## src/rtl/core/adsb_ascii_frame_parser_defines.svh

```systemverilog
// Assertion macros shared by the frame parser RTL.
// Define NO_ASSERTIONS to compile every check away.
`ifndef ADSB_ASCII_FRAME_PARSER_DEFINES_SVH
`define ADSB_ASCII_FRAME_PARSER_DEFINES_SVH

`ifndef NO_ASSERTIONS
// Same-cycle implication, disabled while reset is held.
`define AAFP_ASSERT_IMPL(label, clk, rst_n, ante, cons) \
    label: assert property (@(posedge clk) disable iff (!(rst_n)) (ante) |-> (cons)) \
        else $error("frame parser check failed");
// Next-cycle implication, disabled while reset is held.
`define AAFP_ASSERT_NEXT(label, clk, rst_n, ante, cons) \
    label: assert property (@(posedge clk) disable iff (!(rst_n)) (ante) |=> (cons)) \
        else $error("frame parser check failed");
`else
`define AAFP_ASSERT_IMPL(label, clk, rst_n, ante, cons)
`define AAFP_ASSERT_NEXT(label, clk, rst_n, ante, cons)
`endif

`endif

```

## src/rtl/core/aafp_pkg.sv

```systemverilog
// Types, constants and the hex digit decoder for the ASCII frame parser.
// No dependencies.
`timescale 1ns / 1ps

package aafp_pkg;

    localparam int AAFP_SKIP_WIDTH = 32;

    localparam logic [7:0] CH_AT   = 8'h40;
    localparam logic [7:0] CH_SEMI = 8'h3B;
    localparam logic [7:0] CH_LF   = 8'h0A;
    localparam logic [7:0] CH_CR   = 8'h0D;

    // Byte positions inside a record; the '@' sits at position 0.
    localparam logic [5:0] POS_TC_LO      = 6'd1;
    localparam logic [5:0] POS_TC_HI      = 6'd12;
    localparam logic [5:0] POS_SQ1_LO     = 6'd13;
    localparam logic [5:0] POS_SQ1_HI     = 6'd26;
    localparam logic [5:0] POS_SQ2_LO     = 6'd27;
    localparam logic [5:0] POS_SQ2_HI     = 6'd40;
    localparam logic [5:0] POS_CNT_S_LO   = 6'd29;
    localparam logic [5:0] POS_CNT_S_HI   = 6'd36;
    localparam logic [5:0] POS_CNT_L_LO   = 6'd43;
    localparam logic [5:0] POS_CNT_L_HI   = 6'd50;
    localparam logic [5:0] POS_LF_SHORT   = 6'd38;
    localparam logic [5:0] POS_SHORT_END  = 6'd39;
    localparam logic [5:0] POS_LF_LONG    = 6'd52;
    localparam logic [5:0] POS_LONG_END   = 6'd53;
    localparam logic [5:0] POS_CHUNK_LAST = 6'd39;

    typedef enum logic [5:0] {
        PH_START  = 6'b000001,
        PH_RECORD = 6'b000010,
        PH_SWALLOW = 6'b000100,
        PH_SCAN   = 6'b001000,
        PH_PAIR1  = 6'b010000,
        PH_PAIR2  = 6'b100000
    } t_phase;

    typedef enum logic [1:0] {
        ST_FRAME    = 2'd0,
        ST_BAD_TERM = 2'd1,
        ST_RESYNC   = 2'd2
    } t_status;

    typedef struct packed {
        logic [1:0]  status;
        logic        is_long;
        logic [47:0] timecode;
        logic [31:0] frame_number;
        logic [55:0] squitter_first;
        logic [55:0] squitter_second;
        logic        bad_hex;
        logic [31:0] skipped_total;
    } t_result;

    typedef struct packed {
        logic       ok;
        logic [3:0] nib;
    } t_hex;

    // Decode one ASCII hex digit, either case; nib is zero when not a digit.
    function automatic t_hex hex_val(input logic [7:0] c);
        t_hex h;
        h = '0;
        if (c >= 8'h30 && c <= 8'h39) begin
            h.ok  = 1'b1;
            h.nib = c[3:0];
        end else if ((c >= 8'h41 && c <= 8'h46) || (c >= 8'h61 && c <= 8'h66)) begin
            h.ok  = 1'b1;
            h.nib = 4'(c[2:0] + 3'd1) + 4'd8;
        end
        return h;
    endfunction

endpackage

```

## src/rtl/core/aafp_if.sv

```systemverilog
// Valid/ready channels of the frame parser: received bytes in, results out.
// No dependencies.
`timescale 1ns / 1ps

interface aafp_rx_if;
    logic       valid;
    logic       ready;
    logic [7:0] rx_byte;

    modport source (output valid, output rx_byte, input ready);
    modport sink   (input valid, input rx_byte, output ready);
endinterface

interface aafp_res_if;
    logic        valid;
    logic        ready;
    logic [1:0]  status;
    logic        is_long;
    logic [47:0] timecode;
    logic [31:0] frame_number;
    logic [55:0] squitter_first;
    logic [55:0] squitter_second;
    logic        bad_hex;
    logic [31:0] skipped_total;

    modport source (output valid, output status, output is_long, output timecode,
                    output frame_number, output squitter_first, output squitter_second,
                    output bad_hex, output skipped_total, input ready);
    modport sink   (input valid, input status, input is_long, input timecode,
                    input frame_number, input squitter_first, input squitter_second,
                    input bad_hex, input skipped_total, output ready);
endinterface

```

## src/rtl/core/aafp_parse.sv

```systemverilog
// Per-byte record parser: phase register, field accumulators, resync counters.
// Depends on aafp_pkg, aafp_if and the assertion macro header.
`timescale 1ns / 1ps
`include "adsb_ascii_frame_parser_defines.svh"

module aafp_parse #(
    parameter int SKIP_WIDTH = aafp_pkg::AAFP_SKIP_WIDTH
) (
    input  logic              i_clk,
    input  logic              i_rst_n,
    aafp_rx_if.sink           i_rx,
    input  logic              i_space,
    output logic              o_push,
    output aafp_pkg::t_result o_result
);
    import aafp_pkg::*;

    localparam logic [SKIP_WIDTH-1:0] SKIP_MAX = {SKIP_WIDTH{1'b1}};

    t_phase                r_phase, n_phase;
    logic [5:0]            r_pos, n_pos;
    logic [47:0]           r_tc, n_tc;
    logic                  r_tc_stop, n_tc_stop;
    logic [55:0]           r_sq1, n_sq1;
    logic [55:0]           r_sq2, n_sq2;
    logic [31:0]           r_cnt, n_cnt;
    logic                  r_cnt_stop, n_cnt_stop;
    logic                  r_hex_err, n_hex_err;
    logic                  r_sq2_bad, n_sq2_bad;
    logic                  r_long, n_long;
    logic                  r_prior_lf, n_prior_lf;
    logic [SKIP_WIDTH-1:0] r_resync, n_resync;
    logic [SKIP_WIDTH-1:0] r_skipped, n_skipped;

    logic                  w_accept;
    logic [7:0]            w_c;
    t_hex                  w_hex;
    logic [SKIP_WIDTH-1:0] w_rc_inc;
    logic [SKIP_WIDTH:0]   w_sum;
    logic [63:0]           w_skip_ext;
    logic                  w_emit;
    t_result               w_res;

    assign i_rx.ready = i_space;
    assign w_accept   = i_rx.valid && i_space;
    assign w_c        = i_rx.rx_byte;
    assign w_hex      = hex_val(w_c);
    assign w_rc_inc   = (r_resync == SKIP_MAX) ? r_resync : r_resync + SKIP_WIDTH'(1);
    assign w_sum      = {1'b0, r_skipped} + {1'b0, w_rc_inc};

    always_comb begin
        n_phase    = r_phase;
        n_pos      = r_pos;
        n_tc       = r_tc;
        n_tc_stop  = r_tc_stop;
        n_sq1      = r_sq1;
        n_sq2      = r_sq2;
        n_cnt      = r_cnt;
        n_cnt_stop = r_cnt_stop;
        n_hex_err  = r_hex_err;
        n_sq2_bad  = r_sq2_bad;
        n_long     = r_long;
        n_prior_lf = r_prior_lf;
        n_resync   = r_resync;
        n_skipped  = r_skipped;
        w_emit     = 1'b0;
        w_res      = '0;
        w_res.status = ST_BAD_TERM;
        if (w_accept) begin
            case (r_phase)
                PH_START: begin
                    n_pos = 6'd1;
                    if (w_c == CH_AT) begin
                        n_tc       = '0;
                        n_tc_stop  = 1'b0;
                        n_sq1      = '0;
                        n_sq2      = '0;
                        n_cnt      = '0;
                        n_cnt_stop = 1'b0;
                        n_hex_err  = 1'b0;
                        n_sq2_bad  = 1'b0;
                        n_long     = 1'b0;
                        n_prior_lf = 1'b0;
                        n_phase    = PH_RECORD;
                    end else begin
                        n_phase = PH_SWALLOW;
                    end
                end
                PH_RECORD: begin
                    n_pos = r_pos + 6'd1;
                    if (r_pos >= POS_TC_LO && r_pos <= POS_TC_HI && !r_tc_stop) begin
                        if (w_hex.ok) begin
                            n_tc = {r_tc[43:0], w_hex.nib};
                        end else begin
                            n_tc_stop = 1'b1;
                        end
                    end
                    if (r_pos >= POS_SQ1_LO && r_pos <= POS_SQ1_HI) begin
                        n_sq1 = {r_sq1[51:0], w_hex.nib};
                        if (!w_hex.ok) begin
                            n_hex_err = 1'b1;
                        end
                    end
                    if (r_pos == POS_SHORT_END && w_c == CH_CR) begin
                        // Short record ends here; CR at this spot decides the length.
                        n_phase = PH_START;
                        n_pos   = '0;
                        w_emit  = 1'b1;
                        if (r_prior_lf) begin
                            w_res.status         = ST_FRAME;
                            w_res.timecode       = r_tc;
                            w_res.frame_number   = r_cnt;
                            w_res.squitter_first = r_sq1;
                            w_res.bad_hex        = r_hex_err;
                        end
                    end else begin
                        if (r_pos == POS_SHORT_END) begin
                            // Long record: the frame count restarts further on.
                            n_long     = 1'b1;
                            n_cnt      = '0;
                            n_cnt_stop = 1'b0;
                        end
                        if (r_pos >= POS_SQ2_LO && r_pos <= POS_SQ2_HI) begin
                            n_sq2 = {r_sq2[51:0], w_hex.nib};
                            if (!w_hex.ok) begin
                                n_sq2_bad = 1'b1;
                            end
                        end
                        if (!r_cnt_stop &&
                            ((!r_long && r_pos >= POS_CNT_S_LO && r_pos <= POS_CNT_S_HI) ||
                             (r_long && r_pos >= POS_CNT_L_LO && r_pos <= POS_CNT_L_HI))) begin
                            if (w_hex.ok) begin
                                n_cnt = {r_cnt[27:0], w_hex.nib};
                            end else begin
                                n_cnt_stop = 1'b1;
                            end
                        end
                        if (r_pos == POS_LF_SHORT || r_pos == POS_LF_LONG) begin
                            n_prior_lf = (w_c == CH_LF);
                        end
                        if (r_pos >= POS_LONG_END) begin
                            n_phase = PH_START;
                            n_pos   = '0;
                            w_emit  = 1'b1;
                            if (r_prior_lf && w_c == CH_CR) begin
                                w_res.status          = ST_FRAME;
                                w_res.is_long         = 1'b1;
                                w_res.timecode        = r_tc;
                                w_res.frame_number    = r_cnt;
                                w_res.squitter_first  = r_sq1;
                                w_res.squitter_second = r_sq2;
                                w_res.bad_hex         = r_hex_err || r_sq2_bad;
                            end
                        end
                    end
                end
                PH_SWALLOW: begin
                    if (r_pos >= POS_CHUNK_LAST) begin
                        n_pos    = '0;
                        n_resync = '0;
                        n_phase  = PH_SCAN;
                    end else begin
                        n_pos = r_pos + 6'd1;
                    end
                end
                PH_SCAN: begin
                    n_resync = w_rc_inc;
                    if (w_c == CH_SEMI) begin
                        n_phase = PH_PAIR1;
                    end
                end
                PH_PAIR1: begin
                    n_resync   = w_rc_inc;
                    n_prior_lf = (w_c == CH_LF);
                    n_phase    = PH_PAIR2;
                end
                PH_PAIR2: begin
                    n_resync = w_rc_inc;
                    if (r_prior_lf && w_c == CH_CR) begin
                        // Fold this burst into the saturating total.
                        n_skipped    = w_sum[SKIP_WIDTH] ? SKIP_MAX : w_sum[SKIP_WIDTH-1:0];
                        n_resync     = '0;
                        n_phase      = PH_START;
                        n_pos        = '0;
                        w_emit       = 1'b1;
                        w_res.status = ST_RESYNC;
                    end else begin
                        n_phase = PH_SCAN;
                    end
                end
                default: begin
                    n_phase = PH_START;
                    n_pos   = '0;
                end
            endcase
        end
    end

    assign w_skip_ext = 64'(n_skipped);

    always_comb begin
        o_result               = w_res;
        o_result.skipped_total = w_skip_ext[31:0];
    end
    assign o_push = w_emit;

    always_ff @(posedge i_clk) begin
        if (!i_rst_n) begin
            r_phase    <= PH_START;
            r_pos      <= '0;
            r_tc       <= '0;
            r_tc_stop  <= 1'b0;
            r_sq1      <= '0;
            r_sq2      <= '0;
            r_cnt      <= '0;
            r_cnt_stop <= 1'b0;
            r_hex_err  <= 1'b0;
            r_sq2_bad  <= 1'b0;
            r_long     <= 1'b0;
            r_prior_lf <= 1'b0;
            r_resync   <= '0;
            r_skipped  <= '0;
        end else begin
            r_phase    <= n_phase;
            r_pos      <= n_pos;
            r_tc       <= n_tc;
            r_tc_stop  <= n_tc_stop;
            r_sq1      <= n_sq1;
            r_sq2      <= n_sq2;
            r_cnt      <= n_cnt;
            r_cnt_stop <= n_cnt_stop;
            r_hex_err  <= n_hex_err;
            r_sq2_bad  <= n_sq2_bad;
            r_long     <= n_long;
            r_prior_lf <= n_prior_lf;
            r_resync   <= n_resync;
            r_skipped  <= n_skipped;
        end
    end

    `AAFP_ASSERT_IMPL(a_emit_phase, i_clk, i_rst_n, w_emit, (r_phase == PH_RECORD) || (r_phase == PH_PAIR2))
    `AAFP_ASSERT_NEXT(a_emit_restart, i_clk, i_rst_n, w_emit, (r_phase == PH_START) && (r_pos == 6'd0))
    `AAFP_ASSERT_IMPL(a_record_pos, i_clk, i_rst_n, r_phase == PH_RECORD, (r_pos >= POS_TC_LO) && (r_pos <= POS_LONG_END))
    `AAFP_ASSERT_IMPL(a_skip_mono, i_clk, i_rst_n, $past(i_rst_n), r_skipped >= $past(r_skipped))

endmodule

```

## src/rtl/core/aafp_out_skid.sv

```systemverilog
// Result register with a skid entry behind it, driving the result channel.
// Depends on aafp_pkg, aafp_if and the assertion macro header.
`timescale 1ns / 1ps
`include "adsb_ascii_frame_parser_defines.svh"

module aafp_out_skid (
    input  logic              i_clk,
    input  logic              i_rst_n,
    input  logic              i_push,
    input  aafp_pkg::t_result i_result,
    output logic              o_space,
    aafp_res_if.source        o_res
);
    import aafp_pkg::*;

    logic    r_out_valid, n_out_valid;
    logic    r_skid_valid, n_skid_valid;
    t_result r_out, n_out;
    t_result r_skid, n_skid;
    logic    w_out_free;

    assign o_space    = !r_skid_valid;
    assign w_out_free = !r_out_valid || o_res.ready;

    always_comb begin
        n_out_valid  = r_out_valid;
        n_skid_valid = r_skid_valid;
        n_out        = r_out;
        n_skid       = r_skid;
        if (w_out_free) begin
            // Drain the skid entry first to keep order.
            if (r_skid_valid) begin
                n_out        = r_skid;
                n_out_valid  = 1'b1;
                n_skid_valid = 1'b0;
            end else if (i_push) begin
                n_out       = i_result;
                n_out_valid = 1'b1;
            end else begin
                n_out_valid = 1'b0;
            end
        end else if (i_push) begin
            n_skid       = i_result;
            n_skid_valid = 1'b1;
        end
    end

    always_ff @(posedge i_clk) begin
        if (!i_rst_n) begin
            r_out_valid  <= 1'b0;
            r_skid_valid <= 1'b0;
        end else begin
            r_out_valid  <= n_out_valid;
            r_skid_valid <= n_skid_valid;
        end
    end

    always_ff @(posedge i_clk) begin
        r_out  <= n_out;
        r_skid <= n_skid;
    end

    assign o_res.valid           = r_out_valid;
    assign o_res.status          = r_out.status;
    assign o_res.is_long         = r_out.is_long;
    assign o_res.timecode        = r_out.timecode;
    assign o_res.frame_number    = r_out.frame_number;
    assign o_res.squitter_first  = r_out.squitter_first;
    assign o_res.squitter_second = r_out.squitter_second;
    assign o_res.bad_hex         = r_out.bad_hex;
    assign o_res.skipped_total   = r_out.skipped_total;

    `AAFP_ASSERT_IMPL(a_skid_behind_out, i_clk, i_rst_n, r_skid_valid, r_out_valid)
    `AAFP_ASSERT_IMPL(a_no_overrun, i_clk, i_rst_n, i_push, !r_skid_valid)
    `AAFP_ASSERT_NEXT(a_skid_refill, i_clk, i_rst_n, r_skid_valid && o_res.ready, r_out_valid && !r_skid_valid)

endmodule

```

## src/rtl/core/adsb_ascii_frame_parser.sv

```systemverilog
// Parses ASCII Mode-S receiver records one byte per clock: '@', 12 hex timecode
// digits, 14 or 28 hex squitter digits, ";#", 8 hex frame-count digits, ';', LF, CR.
// A byte is taken on every cycle in which i_rx.valid and i_rx.ready are both high;
// a short record is 40 bytes and a long one 54. The result is registered from the byte
// that ends the record (CR) or completes a resync (the CR after ";" LF) into o_res or,
// while o_res waits, the skid entry. The per-byte update is a single registered state
// step; a result register plus one skid entry let parsing run on while one result
// waits, and i_rx.ready drops only while both hold results. Garbage at a record
// start swallows the rest of the 40-byte chunk, then scanning counts bytes into a
// saturating skipped total of SKIP_WIDTH bits reported through its low 32 bits.
// Depends on aafp_pkg, aafp_if, aafp_parse and aafp_out_skid.
`timescale 1ns / 1ps

module adsb_ascii_frame_parser #(
    parameter int SKIP_WIDTH = aafp_pkg::AAFP_SKIP_WIDTH
) (
    input  logic       i_clk,
    input  logic       i_rst_n,
    aafp_rx_if.sink    i_rx,
    aafp_res_if.source o_res
);
    import aafp_pkg::*;

    logic    w_space;
    logic    w_push;
    t_result w_result;

    aafp_parse #(
        .SKIP_WIDTH (SKIP_WIDTH)
    ) u_parse (
        .i_clk    (i_clk),
        .i_rst_n  (i_rst_n),
        .i_rx     (i_rx),
        .i_space  (w_space),
        .o_push   (w_push),
        .o_result (w_result)
    );

    aafp_out_skid u_out (
        .i_clk    (i_clk),
        .i_rst_n  (i_rst_n),
        .i_push   (w_push),
        .i_result (w_result),
        .o_space  (w_space),
        .o_res    (o_res)
    );

endmodule
```

## src/flat_wrapper.sv

```systemverilog
// flat-port wrapper written by rule: the top's interface ports become plain ports
module adsb_ascii_frame_parser_flat import aafp_pkg::*;
#(
    parameter int SKIP_WIDTH = aafp_pkg::AAFP_SKIP_WIDTH
)
  (i_clk, i_rst_n, i_rx_valid, i_rx_rx_byte, i_rx_ready, o_res_valid, o_res_status, o_res_is_long, o_res_timecode, o_res_frame_number, o_res_squitter_first, o_res_squitter_second, o_res_bad_hex, o_res_skipped_total, o_res_ready);
  aafp_rx_if i_rx_i ();
  aafp_res_if o_res_i ();
  input  logic i_clk;
  input  logic i_rst_n;
  input wire logic [$bits(i_rx_i.valid)-1:0] i_rx_valid;
  input wire logic [$bits(i_rx_i.rx_byte)-1:0] i_rx_rx_byte;
  output wire logic [$bits(i_rx_i.ready)-1:0] i_rx_ready;
  output wire logic [$bits(o_res_i.valid)-1:0] o_res_valid;
  output wire logic [$bits(o_res_i.status)-1:0] o_res_status;
  output wire logic [$bits(o_res_i.is_long)-1:0] o_res_is_long;
  output wire logic [$bits(o_res_i.timecode)-1:0] o_res_timecode;
  output wire logic [$bits(o_res_i.frame_number)-1:0] o_res_frame_number;
  output wire logic [$bits(o_res_i.squitter_first)-1:0] o_res_squitter_first;
  output wire logic [$bits(o_res_i.squitter_second)-1:0] o_res_squitter_second;
  output wire logic [$bits(o_res_i.bad_hex)-1:0] o_res_bad_hex;
  output wire logic [$bits(o_res_i.skipped_total)-1:0] o_res_skipped_total;
  input wire logic [$bits(o_res_i.ready)-1:0] o_res_ready;
  assign i_rx_i.valid = i_rx_valid;
  assign i_rx_i.rx_byte = i_rx_rx_byte;
  assign i_rx_ready = i_rx_i.ready;
  assign o_res_valid = o_res_i.valid;
  assign o_res_status = o_res_i.status;
  assign o_res_is_long = o_res_i.is_long;
  assign o_res_timecode = o_res_i.timecode;
  assign o_res_frame_number = o_res_i.frame_number;
  assign o_res_squitter_first = o_res_i.squitter_first;
  assign o_res_squitter_second = o_res_i.squitter_second;
  assign o_res_bad_hex = o_res_i.bad_hex;
  assign o_res_skipped_total = o_res_i.skipped_total;
  assign o_res_i.ready = o_res_ready;
  adsb_ascii_frame_parser #(.SKIP_WIDTH(SKIP_WIDTH)) u_core (.i_clk(i_clk), .i_rst_n(i_rst_n), .i_rx(i_rx_i), .o_res(o_res_i));
endmodule
```

## config.mk

```make
export PLATFORM = sky130hd
export DESIGN_NAME = adsb_ascii_frame_parser_flat
export DESIGN_NICKNAME = d
export VERILOG_FILES = /design/src/rtl/core/aafp_pkg.sv /design/src/rtl/core/aafp_if.sv /design/src/rtl/core/aafp_parse.sv /design/src/rtl/core/aafp_out_skid.sv /design/src/rtl/core/adsb_ascii_frame_parser.sv /design/src/flat_wrapper.sv
export VERILOG_INCLUDE_DIRS = /design/src /design/src/rtl/core
export SDC_FILE = /design/constraint.sdc
export NUM_CORES = 1
export LEC_CHECK = 0
export BUFFER_PORTS_ARGS = -buffer_cell sky130_fd_sc_hd__clkbuf_2
export CORE_ASPECT_RATIO = 0.5
export CORE_MARGIN = 2
export CORE_UTILIZATION = 64
export CTS_CLUSTER_DIAMETER = 30
export DETAILED_ROUTE_END_ITERATION = 10
export PLACE_DENSITY = 0.84
export SLEW_MARGIN = 30
export SYNTH_ARGS = -nofsm -noshare
export SYNTH_HDL_FRONTEND = slang
export SYNTH_SLANG_ARGS = --single-unit
```

## constraint.sdc

```tcl
create_clock -name i_clk -period 26.9 [get_ports i_clk]
set_input_delay 0 -clock i_clk [delete_from_list [all_inputs] [get_ports i_clk]]
set_output_delay 0 -clock i_clk [all_outputs]
set_load 0.02 [all_outputs]
```

==> results.txt, run 1 <==
----------------------------------------------------
[Status]
  Status ... finished, final reports clean

[Synthesis]
  Share of synthesized registers carrying an async set or reset ... 0
  Warning count from the yosys run ... 0
  Post-Syn Instances ... 2590
  Area of the mapped netlist ... 30200 um^2
  Post-synth top flop ... edfxtp_1
  Post-synthesis net count ... about 2600
  Sequential-to-total area share from yosys stat ... 0.636
  Number of distinct library cells after synthesis ... 82
  Post-synthesis average cell area ... 11.7 um^2
  Number of synthesized register bits ... between 700 and 800
  Number of enable flip-flop cells after synthesis ... between 400 and 500

[Global routing]
  Initial antenna violation count ... 1
  Global-route wire length before repair ... between 100 and 150 mm
  Global-route usage over all layers ... 0.272
  Number of global-route vias before repair ... between 15000 and 20000
  Largest net degree at the start of global routing ... 148
  Grt total ovfl ... 0

[STA]
  Post-Route Skew ... between 0.015 and 0.02 ns
  Post-route clock period utilization ... 0.206
  Max frequency ... about 180 MHz
  Setup repair after global routing missed its margin ... no
  Count of final max-slew check failures ... 0
  Final setup vio count ... 0
  Slew at the pin with the worst max-slew slack ... ~0.92 ns
  Min Clock Period, post-route ... roughly 5.5 ns
  Final-report hold violation count ... 0
  Minimum setup slack in the final design ... between 20 and 25 ns
  TNS Setup ... 0 ns
  Tightest slew margin relative to the limit ... 0.382

[Power]
  Cell area power density ... roughly 66 nW/um^2
  Leakage power summed over all cells ... roughly 15 nW
  Worst IR Drop VDD ... approximately 0.050 mV

[Finish]
  Fraction of layout cells with a size suffix above 1 ... 0.168
  Relative area change from synthesis to final layout ... 14.6%
  Number of fill cells in the layout ... just over 3000
  Number of nets in the layout ... ~2800
  Number of non-filler instances in the completed layout ... 3494

[Die]
  Effective utilization at floorplan ... 0.647
  Die Ht ... roughly 160 um
  Die area ... just under 50000 um^2
  Die outline width ... ~310 um
  Number of ports placed on the die boundary ... about 240
  Area inside the core boundary ... ~47000 um^2
  Std-Cell Rows ... 56

[Critical path]
  Critical path class ... flip-flop to flip-flop
  Category of the worst setup path launch point ... flip-flop
  Required @ worst endpoint ... 27.26 ns
  Kind of end point of the critical path ... flip-flop
  Highest net fanout along the worst path ... 30
  Signal arrival time at the worst endpoint ... approximately 6 ns

[Route]
  Remaining antenna violation count after routing ... 0
  Via density per instance ... between 5 and 6
  Overall routed net length ... ~68 mm
  Vias ... a little over 20000
  DRC marker count from the first detailed-route iteration ... about 2000
  Detailed Routing Iterations Pass 1 ... 6
  Post-route DRC ... 0
  Average routed wire per standard cell ... around 19 um

[Clocking]
  Clock latency at the later pin of the worst-skew pair ... 0.61 ns
  Postcts setup bufs ... 0
  Number of H-tree branching levels ... 3
  Number of hold buffers added after CTS ... 11
  Number of clock sinks ... approximately 730
  Clk buf depth ... 3
  Clock Pin Slew Worst Setup and Hold Paths ... 0.06 ns
  Total of cells resized after clock tree synthesis ... 0
  TritonCTS clock tree ... yes
  Root cell of the clock tree ... clkbuf_16
  Num CTS Buffers ... roughly 80

[Place]
  Total half-perimeter wirelength after legalization and detailed placement ... 42.0 mm
  Final RePlAce weighted congestion ... just over 0.9
  Number of cells after detailed placement ... about 3300
  Setup slack after placement ... around 21 ns
  Count of input and output buffers ... roughly 240

[Min path]
  Hold Path Class ... primary input to flip-flop

[Run]
  Max-cap viol count ... 0

----------------------------------------------------
[cell families (layout without fill, tap and decap cells)]
kind of cell | Yosys count | after routing | synth area share
other | 0 | 1 | 0
flip-flops | 732 | 732 | 0.636
multiplexers | 34 | 34 | 0.0125
XOR/XNOR | 59 | 59 | 0.0171
AO/OA/AOI/OAI | 649 | 649 | 0.144
adder cells (fa/ha/maj) | 46 | 46 | 0.0193
AND/OR/NAND/NOR | 890 | 890 | 0.147
buffers and inverters | 180 | 445 | 0.0244
[registers in the layout, summed over array words and instances (netlist names), 2 cells and up]
signal / flops
u_core.u_out.r_skid: 228
u_core.u_out.o_res.squitter_first: 56
u_core.u_out.o_res.squitter_second: 56
u_core.u_parse.r_sq1: 56
u_core.u_parse.r_sq2: 56
u_core.u_out.o_res.timecode: 48
u_core.u_parse.r_tc: 48
u_core.u_out.o_res.frame_number: 32
u_core.u_out.o_res.skipped_total: 32
u_core.u_parse.r_cnt: 32
u_core.u_parse.r_resync: 32
u_core.u_parse.r_skipped: 32
u_core.u_parse.r_phase: 6
u_core.u_parse.r_pos: 6
u_core.u_out.o_res.status: 2
[worst paths after layout]
check / from / end / slack (ns) / cells past startpoint
worst max-delay path: u_core.u_parse.r_resync[12] / u_core.u_out.o_res.skipped_total[25] / 21.37 / 15
worst max register to register: u_core.u_parse.r_resync[12] / u_core.u_out.o_res.skipped_total[25] / 21.37 / 15
worst min register to register: u_core.u_parse.r_sq2[53] / u_core.u_parse.r_sq2[53] / 0.45 / 2
worst min-delay path: i_rx_rx_byte[6] / u_core.u_parse.r_prior_lf / 0.06 / 5
[per-layer routing]
layer	share of wire	track usage	wire length [um]
met5	0	0	0
met4	0.022	0.0835	1530
met3	0.061	0.0428	4140
met2	0.48	0.440	32500
met1	0.44	0.384	29800
[synthesized netlist by cell type, types with 7 or more instances]
cell | n | area, um^2
clkbuf_1 | 116 | 435
o211ai_1 | 10 | 75.1
nand2_1 | 253 | 950
nand3_1 | 75 | 375
a21o_1 | 203 | 1520
xnor2_1 | 28 | 245
a21oi_1 | 186 | 931
xor2_1 | 31 | 272
and3_1 | 16 | 100
nor3_1 | 39 | 195
buf_2 | 18 | 90.1
buf_1 | 14 | 52.6
mux2_2 | 30 | 338
a22oi_1 | 81 | 608
a211oi_1 | 9 | 67.6
nor2b_1 | 8 | 50.1
a21oi_2 | 20 | 175
inv_1 | 22 | 82.6
and2_1 | 230 | 1440
nor2_1 | 183 | 687
nor4_1 | 10 | 62.6
edfxtp_1 | 456 | 13700
nand2b_1 | 12 | 75.1
nand3b_1 | 7 | 52.6
o21ai_0 | 54 | 270
and4_1 | 7 | 61.3
ha_1 | 45 | 563
nand4_1 | 12 | 75.1
o31ai_1 | 8 | 60.1
a31oi_1 | 11 | 68.8
dfxtp_1 | 276 | 5530
[placed cells by master (no fill, tap or decap), types with 12 or more instances in the layout]
cell type / n
a21o_1: 203
a21oi_1: 186
a21oi_2: 20
a22oi_1: 81
and2_1: 229
and3_1: 15
buf_4: 20
clkbuf_16: 81
clkbuf_2: 241
dfxtp_1: 275
edfxtp_1: 456
ha_1: 45
inv_1: 21
inv_6: 12
mux2_2: 30
nand2_1: 251
nand2b_1: 12
nand3_1: 74
nand4_1: 12
nor2_1: 181
nor3_1: 37
o21ai_0: 54
xnor2_1: 28
xor2_1: 31
[worst max-delay path, stage by stage, from the launching register on]
cell and delay (ns):
dfxtp_1 0.48, nand4_2 0.19, or4_1 0.62, nor4_1 0.62
nor3_1 0.19, and3_1 0.27, xor2_1 0.35, ha_1 0.31
a21oi_1 0.19, o21ai_0 0.13, nand3_1 0.10, nand2_1 0.05
or4_4 0.51, nand2_2 0.69, a21oi_1 0.23, mux2_2 0.33
[stage by stage]
stage	utilization	total power, mW	cell area [um^2]	hold slack (ns)
final	0.741	2.29	34600	0.0630
after global placement	0.681	1.24	31800	0.386
after CTS	0.740	2.31	34600	0.0335
after detailed placement	0.682	1.24	31900	0.402
after floorplan	-	1.23	30200	0.226
after global routing	0.741	2.35	34600	0.0899
[layout make-up]
type	count	area, um^2	share of cell area
Timing Repair Buffer	276	1550	0.0448
Tap cell	638	798	0.0230
Multi-Input combinational cell	1678	10400	0.299
Sequential cell	732	19200	0.555
Clock buffer	94	2100	0.0605
Inverter	24	95.1	0.00274
Clock inverter	51	518	0.0150
Antenna cell	1	2.50	0.0000722
[report_power, final]
group	total, mW	internal, mW	switching (mW)
Combinational	0.0344	0.00807	0.0263
Sequential	1.18	1.18	0.00159
Clock	1.08	0.613	0.466
Total	2.29	1.80	0.494
Note: power is estimated with default switching activity, not from simulation.
==> inputs of run 2 (changes only) <==
--- a/config.mk
+++ b/config.mk
@@ -9,10 +9,10 @@
 export BUFFER_PORTS_ARGS = -buffer_cell sky130_fd_sc_hd__clkbuf_2
 export CORE_ASPECT_RATIO = 0.5
 export CORE_MARGIN = 2
-export CORE_UTILIZATION = 64
+export CORE_UTILIZATION = 60
 export CTS_CLUSTER_DIAMETER = 30
 export DETAILED_ROUTE_END_ITERATION = 10
-export PLACE_DENSITY = 0.84
+export PLACE_DENSITY = 0.8
 export SLEW_MARGIN = 30
 export SYNTH_ARGS = -nofsm -noshare
 export SYNTH_HDL_FRONTEND = slang
==> constraint.sdc (replaced) <==
create_clock -name i_clk -period 5.6 [get_ports i_clk]
set_input_delay 0 -clock i_clk [delete_from_list [all_inputs] [get_ports i_clk]]
set_output_delay 0 -clock i_clk [all_outputs]
set_load 0.02 [all_outputs]
==> run 2 against run 1 <==
Sequential power rose to 4.8 times the previous value. Critical path depth rose by 1. Clock-buffer cell count up 6. Critical endpoint is now u_core.u_out.o_res.skipped_total[19]. Largest cell class unchanged. Largest power group is now clock.
==> results.txt, run 2 (same netlist as run 1, synthesis figures left out) <==
----------------------------------------------------
[Global routing]
  Global-route wire length before repair ... 109 mm (+1.7%)
  Grt total ovfl ... 0 (unchanged)
  GR Util met2 ... 0.417 (-0.0224)
  Initial antenna violation count ... 0 (-1)
  Largest net degree at the start of global routing ... 100 (-32%)
  Most Crowded Layer GR ... met2
  GRT met1 Usage ... 0.363 (-0.0211)
  Met3 global-route usage ... 0.0450 (+0.00218)
  Number of global-route vias before repair ... 20200 (+2.9%)
  Global-route usage over all layers ... 0.259 (-0.0127)

[Critical path]
  Cells along the critical path ... nand4_2, or4_1, or4_1, nand2_1, nor4_1, xor2_1, ha_1, a21oi_1, o21ai_0, nand3_1, nand2_1, or4_4, nand2_2, buf_12, a21oi_2, mux2_2
  Critical path class ... flip-flop to flip-flop
  Crit path capture ... u_core.u_out.o_res.skipped_total[19]
  Category of the worst setup path launch point ... flip-flop
  Highest net fanout along the worst path ... 19 (-37%)
  Critical path launch point ... u_core.u_parse.r_resync[12]
  FF-to-FF End ... u_core.u_out.o_res.skipped_total[19]
  Family with the most delay on the worst path ... simple AND/OR/NAND/NOR gates
  Signal arrival time at the worst endpoint ... 5.52 ns (-0.37 ns)
  Worst setup slack for register-to-register paths ... 0.43 ns (-20.94 ns)
  Startpoint of the lowest-slack register-to-register path ... u_core.u_parse.r_resync[12]
  Kind of end point of the critical path ... flip-flop
  Total buffers and inverters traversed by the critical path ... 1 (+1)
  Required @ worst endpoint ... 5.95 ns (-21.31 ns)
  Largest incremental delay on the critical path ... 0.63 ns (-0.06 ns)
  Depth of the most critical reg-to-reg path ... 16 (+1)
  Slowest cell on the critical path ... or4_1
  Crit path depth ... 16 (+1)

[Clocking]
  Total of cells resized after clock tree synthesis ... 0 (unchanged)
  Num CTS Buffers ... 86 (+10%)
  Clk buf depth ... 3 (unchanged)
  Number of H-tree branching levels ... 3 (unchanged)
  Postcts setup bufs ... 0 (unchanged)
  TritonCTS clock tree ... yes
  Number of clock sinks ... 732 (unchanged)
  Root cell of the clock tree ... clkbuf_16
  Number of hold buffers added after CTS ... 10 (-1)
  Clock latency at the later pin of the worst-skew pair ... 0.61 ns (about the same)
  Clock Pin Slew Worst Setup and Hold Paths ... 0.06 ns (about the same)

[Place]
  Count of input and output buffers ... 241 (unchanged)
  Total half-perimeter wirelength after legalization and detailed placement ... 42.7 mm (+1.6%)
  Number of cells after detailed placement ... 3371 (+1.0%)
  Final RePlAce weighted congestion ... 0.923 (+0.94%)

[Die]
  Area inside the core boundary ... 50000 um^2 (+7.0%)
  Die area ... 52300 um^2 (+6.5%)
  Die outline width ... 321 um (+3.2%)
  Effective utilization at floorplan ... 0.605 (-0.0423)
  Die Ht ... 163 um (+3.2%)
  Number of ports placed on the die boundary ... 242 (unchanged)
  Std-Cell Rows ... 58 (+3.6%)

[Power]
  Share of total power consumed by net switching ... 0.215 (about the same)
  Leakage power summed over all cells ... 15.4 nW (+1.8%)
  Net Switching ... 2.49 mW (+400%)
  Worst IR Drop VDD ... 0.252 mV (+410%)
  Fraction of power consumed by combinational cells ... 0.014 (about the same)
  Cell area power density ... 329 nW/um^2 (+400%)
  Total Power Consumption ... 11.6 mW (+400%)
  Internal power ... 9.07 mW (+400%)
  Part of the power in registers ... 0.491 (-0.024)
  Clock power frac ... 0.495 (+0.025)

[STA]
  Min Clock Period, post-route ... 5.17 ns (-0.363 ns)
  Setup repair after global routing missed its margin ... no
  Final-report hold violation count ... 0 (unchanged)
  Max frequency ... 193 MHz (+7.0%)
  Slew at the pin with the worst max-slew slack ... 0.903 ns (-0.0200 ns)
  TNS Setup ... 0 ns (unchanged)
  Final setup vio count ... 0 (unchanged)
  Tightest slew margin relative to the limit ... 0.396 (+0.0134)
  Count of final max-slew check failures ... 0 (unchanged)
  Post-Route Skew ... 0.0259 ns (+0.00892 ns)
  Post-route clock period utilization ... 0.923 (+0.718)

[Route]
  Post-route DRC ... 0 (unchanged)
  Via density per instance ... 5.88 (-1.1%)
  DRC marker count from the first detailed-route iteration ... 1932 (-5.2%)
  Remaining antenna violation count after routing ... 0 (unchanged)
  Vias ... 20800 (+0.19%)
  Overall routed net length ... 68.1 mm (+0.29%)
  Detailed Routing Iterations Pass 1 ... 6 (unchanged)
  Average routed wire per standard cell ... 19.2 um (-1.0%)

[Finish]
  Top register by number of flip-flops ... u_core.u_out.r_skid
  Most used cells in the layout excluding fill and tap cells ... edfxtp_1 (456), dfxtp_1 (275), nand2_1 (251)
  Most common library cell in the layout ignoring fill and taps ... edfxtp_1
  Number of diodes added for antenna fixing ... 0 (-1)
  Relative area change from synthesis to final layout ... 16.2%
  Max reg flops ... 228 (unchanged)
  Number of non-filler instances in the completed layout ... 3541 (+1.3%)
  Fraction of layout cells with a size suffix above 1 ... 0.179 (+0.0103)
  Number of nets in the layout ... 2867 (+0.67%)

[Min path]
  Hold Path Class ... primary input to flip-flop
  Worst Hold Launch ... i_rx_valid

[Run]
  Max-cap viol count ... 0 (unchanged)

[Status]
  Status ... finished, final reports clean

----------------------------------------------------
run 2: worst min-delay path, stage by stage:
cell and delay (ns):
clkbuf_2 0.08, nand2b_2 0.22, o21ai_0 0.25, a21oi_1 0.07
run 2: metrics by stage:
step	hold WS [ns]	util	instance area, um^2	setup WS (ns)
after floorplan	0.265	-	30300	0.121
after global placement	0.388	0.641	32000	0.600
after detailed placement	0.394	0.642	32100	0.525
after CTS	0.0242	0.703	35100	0.487
after global routing	0.105	0.703	35100	0.190
final	0.0698	0.703	35100	0.429
run 2: power groups by stage:
stage	clock, mW	combinational (mW)	sequential, mW
after floorplan	0	0.115	5.78
after global placement	0	0.156	5.79
after detailed placement	0	0.158	5.79
after CTS	5.79	0.163	5.67
after global routing	6.03	0.179	5.67
final	5.72	0.166	5.67
run 2: how the worst min path moves through the flow:
stage / endpoint / cells past startpoint
2_1_floorplan: u_core.u_parse.r_phase[0] / 2
3_3_place_gp: u_core.u_out.r_skid_valid / 3
3_5_place_dp: u_core.u_out.r_skid_valid / 3
4_1_cts: u_core.u_parse.r_prior_lf / 5
5_1_grt: u_core.u_parse.r_phase[2] / 6
6_report: u_core.u_parse.r_phase[1] / 4
run 2: layout make-up:
cell class / count / area (um^2)
Tap cell: 660 / 826
Inverter: 24 / 92.6
Clock inverter: 60 / 693
Clock buffer: 100 / 2260
Sequential cell: 732 / 19200
Multi-Input combinational cell: 1678 / 10300
Fill cell: 3496 / 14900
Timing Repair Buffer: 287 / 1700
run 2: per-layer routing:
layer  vias to the layer above  wire [um]
met2                       667      32500
met1                     10200      30000
met3                       124       3880
li1                       9857          -
met5                         -          0
met4                         0       1750
==> inputs of run 3 (changes only) <==
--- a/config.mk
+++ b/config.mk
@@ -12,6 +12,7 @@
 export CORE_UTILIZATION = 60
 export CTS_CLUSTER_DIAMETER = 30
 export DETAILED_ROUTE_END_ITERATION = 10
+export GPL_TIMING_DRIVEN = 0
 export PLACE_DENSITY = 0.8
 export SLEW_MARGIN = 30
 export SYNTH_ARGS = -nofsm -noshare
==> run 3 against run 2 <==
Final cell count increased by 4.1%. First-iteration DRC count is 0.16% higher. Global-route usage rose by 1.3 points. Power up 0.94%. Worst hold slack got worse by 0.046 ns. Routed wire length rose by 5.5%. Clock-buffer cell count decreased by 2. Utilization rose by 1.9 points. Die area is the same. Design area is 2.7% higher. Non-clock buffer count up 142.
==> results.txt, run 3 (same netlist as run 1, synthesis figures left out) <==
----------------------------------------------------
[Die]
  Effective utilization at floorplan ... 0.605 (unchanged)
  Die outline width ... 321 um (unchanged)
  Die Ht ... 163 um (unchanged)
  Number of ports placed on the die boundary ... 242 (unchanged)
  Area inside the core boundary ... 50000 um^2 (unchanged)
  Die area ... 52300 um^2 (unchanged)
  Std-Cell Rows ... 58 (unchanged)

[Min path]
  Instance count along the most critical hold path ... 6 (+2)
  End point of the worst hold path ... u_core.u_parse.r_phase[2]
  Worst Hold Launch ... i_rx_rx_byte[7]
  Hold Path Class ... primary input to flip-flop

[Critical path]
  Critical path class ... flip-flop to flip-flop
  Largest incremental delay on the critical path ... 0.53 ns (-0.10 ns)
  Kind of end point of the critical path ... flip-flop
  Category of the worst setup path launch point ... flip-flop
  Worst setup slack for register-to-register paths ... 0.31 ns (-0.12 ns)
  Slowest cell on the critical path ... o41a_1
  Highest net fanout along the worst path ... 7 (-12)
  Critical path's most frequent cell ... o211ai_1
  Family with the most delay on the worst path ... compound AO/OA/AOI/OAI gates
  Total buffers and inverters traversed by the critical path ... 2 (+1)
  Startpoint of the lowest-slack register-to-register path ... u_core.u_parse.r_resync[13]
  Cells along the critical path ... nand4_2, or4_1, clkbuf_1, or4_1, clkbuf_1, and3_1, xor2_1, ha_1, o211ai_1, a21oi_1, o211ai_1, o31a_1, o41a_1, o211ai_1, a31oi_2, o31ai_1
  FF-to-FF End ... u_core.u_out.o_res.skipped_total[30]
  Signal arrival time at the worst endpoint ... 5.65 ns (+0.13 ns)
  Required @ worst endpoint ... 5.96 ns (about the same)
  Depth of the most critical reg-to-reg path ... 16 (unchanged)

[Global routing]
  Global-route usage over all layers ... 0.272 (+0.0130)
  Largest net degree at the start of global routing ... 28 (-72%)
  Number of global-route vias before repair ... 20800 (+3.0%)
  Global-route wire length before repair ... 112 mm (+3.6%)
  Grt total ovfl ... 0 (unchanged)
  Initial antenna violation count ... 0 (unchanged)

[STA]
  Slew at the pin with the worst max-slew slack ... 1.04 ns (+0.140 ns)
  Final-report hold violation count ... 0 (unchanged)
  Setup repair after global routing missed its margin ... no
  Count of final max-slew check failures ... 0 (unchanged)
  Post-Route Skew ... 0.0325 ns (+0.00668 ns)
  Tightest slew margin relative to the limit ... 0.299 (-0.0967)
  Min Clock Period, post-route ... 5.29 ns (+0.119 ns)
  Final setup vio count ... 0 (unchanged)
  Post-route clock period utilization ... 0.945 (+0.0213)
  Max frequency ... 189 MHz (-2.3%)

[Power]
  Net Switching ... 2.67 mW (+7.5%)
  Leakage power summed over all cells ... 15.8 nW (+2.3%)
  Fraction of power consumed by combinational cells ... 0.016 (+0.002)
  Internal power ... 8.99 mW (-0.84%)
  Cell area power density ... 323 nW/um^2 (-1.7%)
  Clock power frac ... 0.499 (+0.004)
  Part of the power in registers ... 0.486 (-0.005)
  Worst IR Drop VDD ... 0.243 mV (-3.5%)
  Share of total power consumed by net switching ... 0.229 (+0.0139)

[Finish]
  Top register by number of flip-flops ... u_core.u_out.r_skid
  Layout Utilization ... 0.722 (+0.0191)
  Number of nets in the layout ... 3010 (+5.0%)
  Max reg flops ... 228 (unchanged)
  Most used cells in the layout excluding fill and tap cells ... edfxtp_1 (456), dfxtp_1 (276), nand2_1 (253)
  Number of non-filler instances in the completed layout ... 3687 (+4.1%)
  Relative area change from synthesis to final layout ... 19.4%
  Most common library cell in the layout ignoring fill and taps ... edfxtp_1
  Fraction of layout cells with a size suffix above 1 ... 0.173 (-0.00565)
  Number of diodes added for antenna fixing ... 0 (unchanged)

[Place]
  Count of input and output buffers ... 239 (-0.83%)
  Final RePlAce weighted congestion ... 0.934 (+1.1%)
  Number of cells after detailed placement ... 3511 (+4.2%)
  Total half-perimeter wirelength after legalization and detailed placement ... 49.0 mm (+15%)

[Route]
  Vias ... 21600 (+3.6%)
  Post-route DRC ... 0 (unchanged)
  DRC marker count from the first detailed-route iteration ... 1935 (+0.16%)
  Detailed Routing Iterations Pass 1 ... 8 (+2)
  Overall routed net length ... 71.9 mm (+5.5%)
  Via density per instance ... 5.85 (-0.48%)
  Average routed wire per standard cell ... 19.5 um (+1.4%)
  Remaining antenna violation count after routing ... 0 (unchanged)

[Status]
  Status ... finished, final reports clean

[Clocking]
  Clock Pin Slew Worst Setup and Hold Paths ... 0.06 ns (about the same)
  TritonCTS clock tree ... yes
  Number of clock sinks ... 732 (unchanged)
  Num CTS Buffers ... 87 (+1.2%)
  Clk buf depth ... 3 (unchanged)
  Root cell of the clock tree ... clkbuf_16
  Number of H-tree branching levels ... 3 (unchanged)
  Clock latency at the later pin of the worst-skew pair ... 0.66 ns (+0.05 ns)

[Run]
  Max-cap viol count ... 0 (unchanged)

----------------------------------------------------
[run 3: cell types whose count changed in the layout (fill, tap and decap cells not counted), sizes merged, moves of 2 or more]
| cell | before | now |
|---|---|---|
| bufinv | 8 | 4 |
| dlygate4sd1 | 0 | 2 |
| clkinv | 17 | 29 |
| clkbuf | 341 | 455 |
| clkinvlp | 6 | 3 |
| dlygate4sd3 | 10 | 12 |
| buf | 36 | 58 |
[run 3: power groups by stage]
stage	registers, mW	logic (mW)	clock network, mW
final	5.67	0.183	5.81
after detailed placement	5.78	0.172	0
after global placement	5.78	0.168	0
after floorplan	5.78	0.115	0
after global routing	5.66	0.198	6.11
after CTS	5.67	0.179	5.88
[run 3: what timing repair did]
item / CTS / global route
endpoints found under the setup margin: 3 / 13
resized for setup: 1 / 6
buffers inserted: 0 / 0
gates cloned: 0 / 0
endpoints found under the hold margin: 22 / 0
hold buffers: 12 / 0
[run 3: layer usage]
metal / track usage / vias to the layer above / wire length [um]
met5: 0 / - / 0
met4: 0.0828 / 0 / 1560
met3: 0.0413 / 113 / 4510
met2: 0.448 / 733 / 34700
met1: 0.377 / 10600 / 31100
li1: - / 10200 / -
[run 3: how the worst max path moves through the flow]
stage	slack, ns	cells past startpoint	startpoint	to
2_1_floorplan	0.12	7	u_core.u_parse.r_phase[2]	u_core.u_out.o_res.bad_hex
3_3_place_gp	-1.89	8	u_core.u_out.r_skid_valid	u_core.u_out.r_skid[111]
3_5_place_dp	-0.11	16	u_core.u_parse.r_resync[13]	u_core.u_out.o_res.skipped_total[26]
4_1_cts	0.11	16	u_core.u_parse.r_resync[13]	u_core.u_out.o_res.skipped_total[26]
5_1_grt	0.008	16	u_core.u_parse.r_resync[12]	u_core.u_out.o_res.skipped_total[30]
6_report	0.31	16	u_core.u_parse.r_resync[13]	u_core.u_out.o_res.skipped_total[30]
[run 3: worst reg2reg max path, cell delays in order (launching register included)]
cell      delay, ns
dfxtp_1        0.45
nand4_2        0.20
or4_1          0.49
clkbuf_1       0.19
or4_1          0.41
clkbuf_1       0.22
and3_1         0.26
xor2_1         0.30
ha_1           0.27
o211ai_1       0.12
a21oi_1        0.24
o211ai_1       0.16
o31a_1         0.31
o41a_1         0.53
o211ai_1       0.24
a31oi_2        0.16
o31ai_1        0.47
[run 3: final cells by class]
| class | count | area [um^2] |
|---|---|---|
| flip-flops and latches | 732 | 19200 |
| fillers | 3337 | 13900 |
| multi-input cells | 1678 | 10400 |
| clock buffers | 98 | 2290 |
| repair buffers | 273 | 1900 |
| well taps | 660 | 826 |
| clock inverters | 66 | 769 |
| plain buffers | 156 | 648 |
| inverters | 24 | 90.1 |
[run 3: metrics by stage]
step | TNS [ns] | worst slack (ns) | hold WS (ns) | power [mW] | cell area (um^2)
after floorplan | 0 | 0.121 | 0.265 | 5.90 | 30300
after global placement | -825.23 | -1.89 | 0.428 | 5.95 | 32300
after detailed placement | -0.159 | -0.114 | 0.436 | 5.96 | 32900
after CTS | 0 | 0.109 | 0.00331 | 11.7 | 36100
after global routing | 0 | 0.00818 | 0.0652 | 12.0 | 36100
final | 0 | 0.309 | 0.0238 | 11.7 | 36100
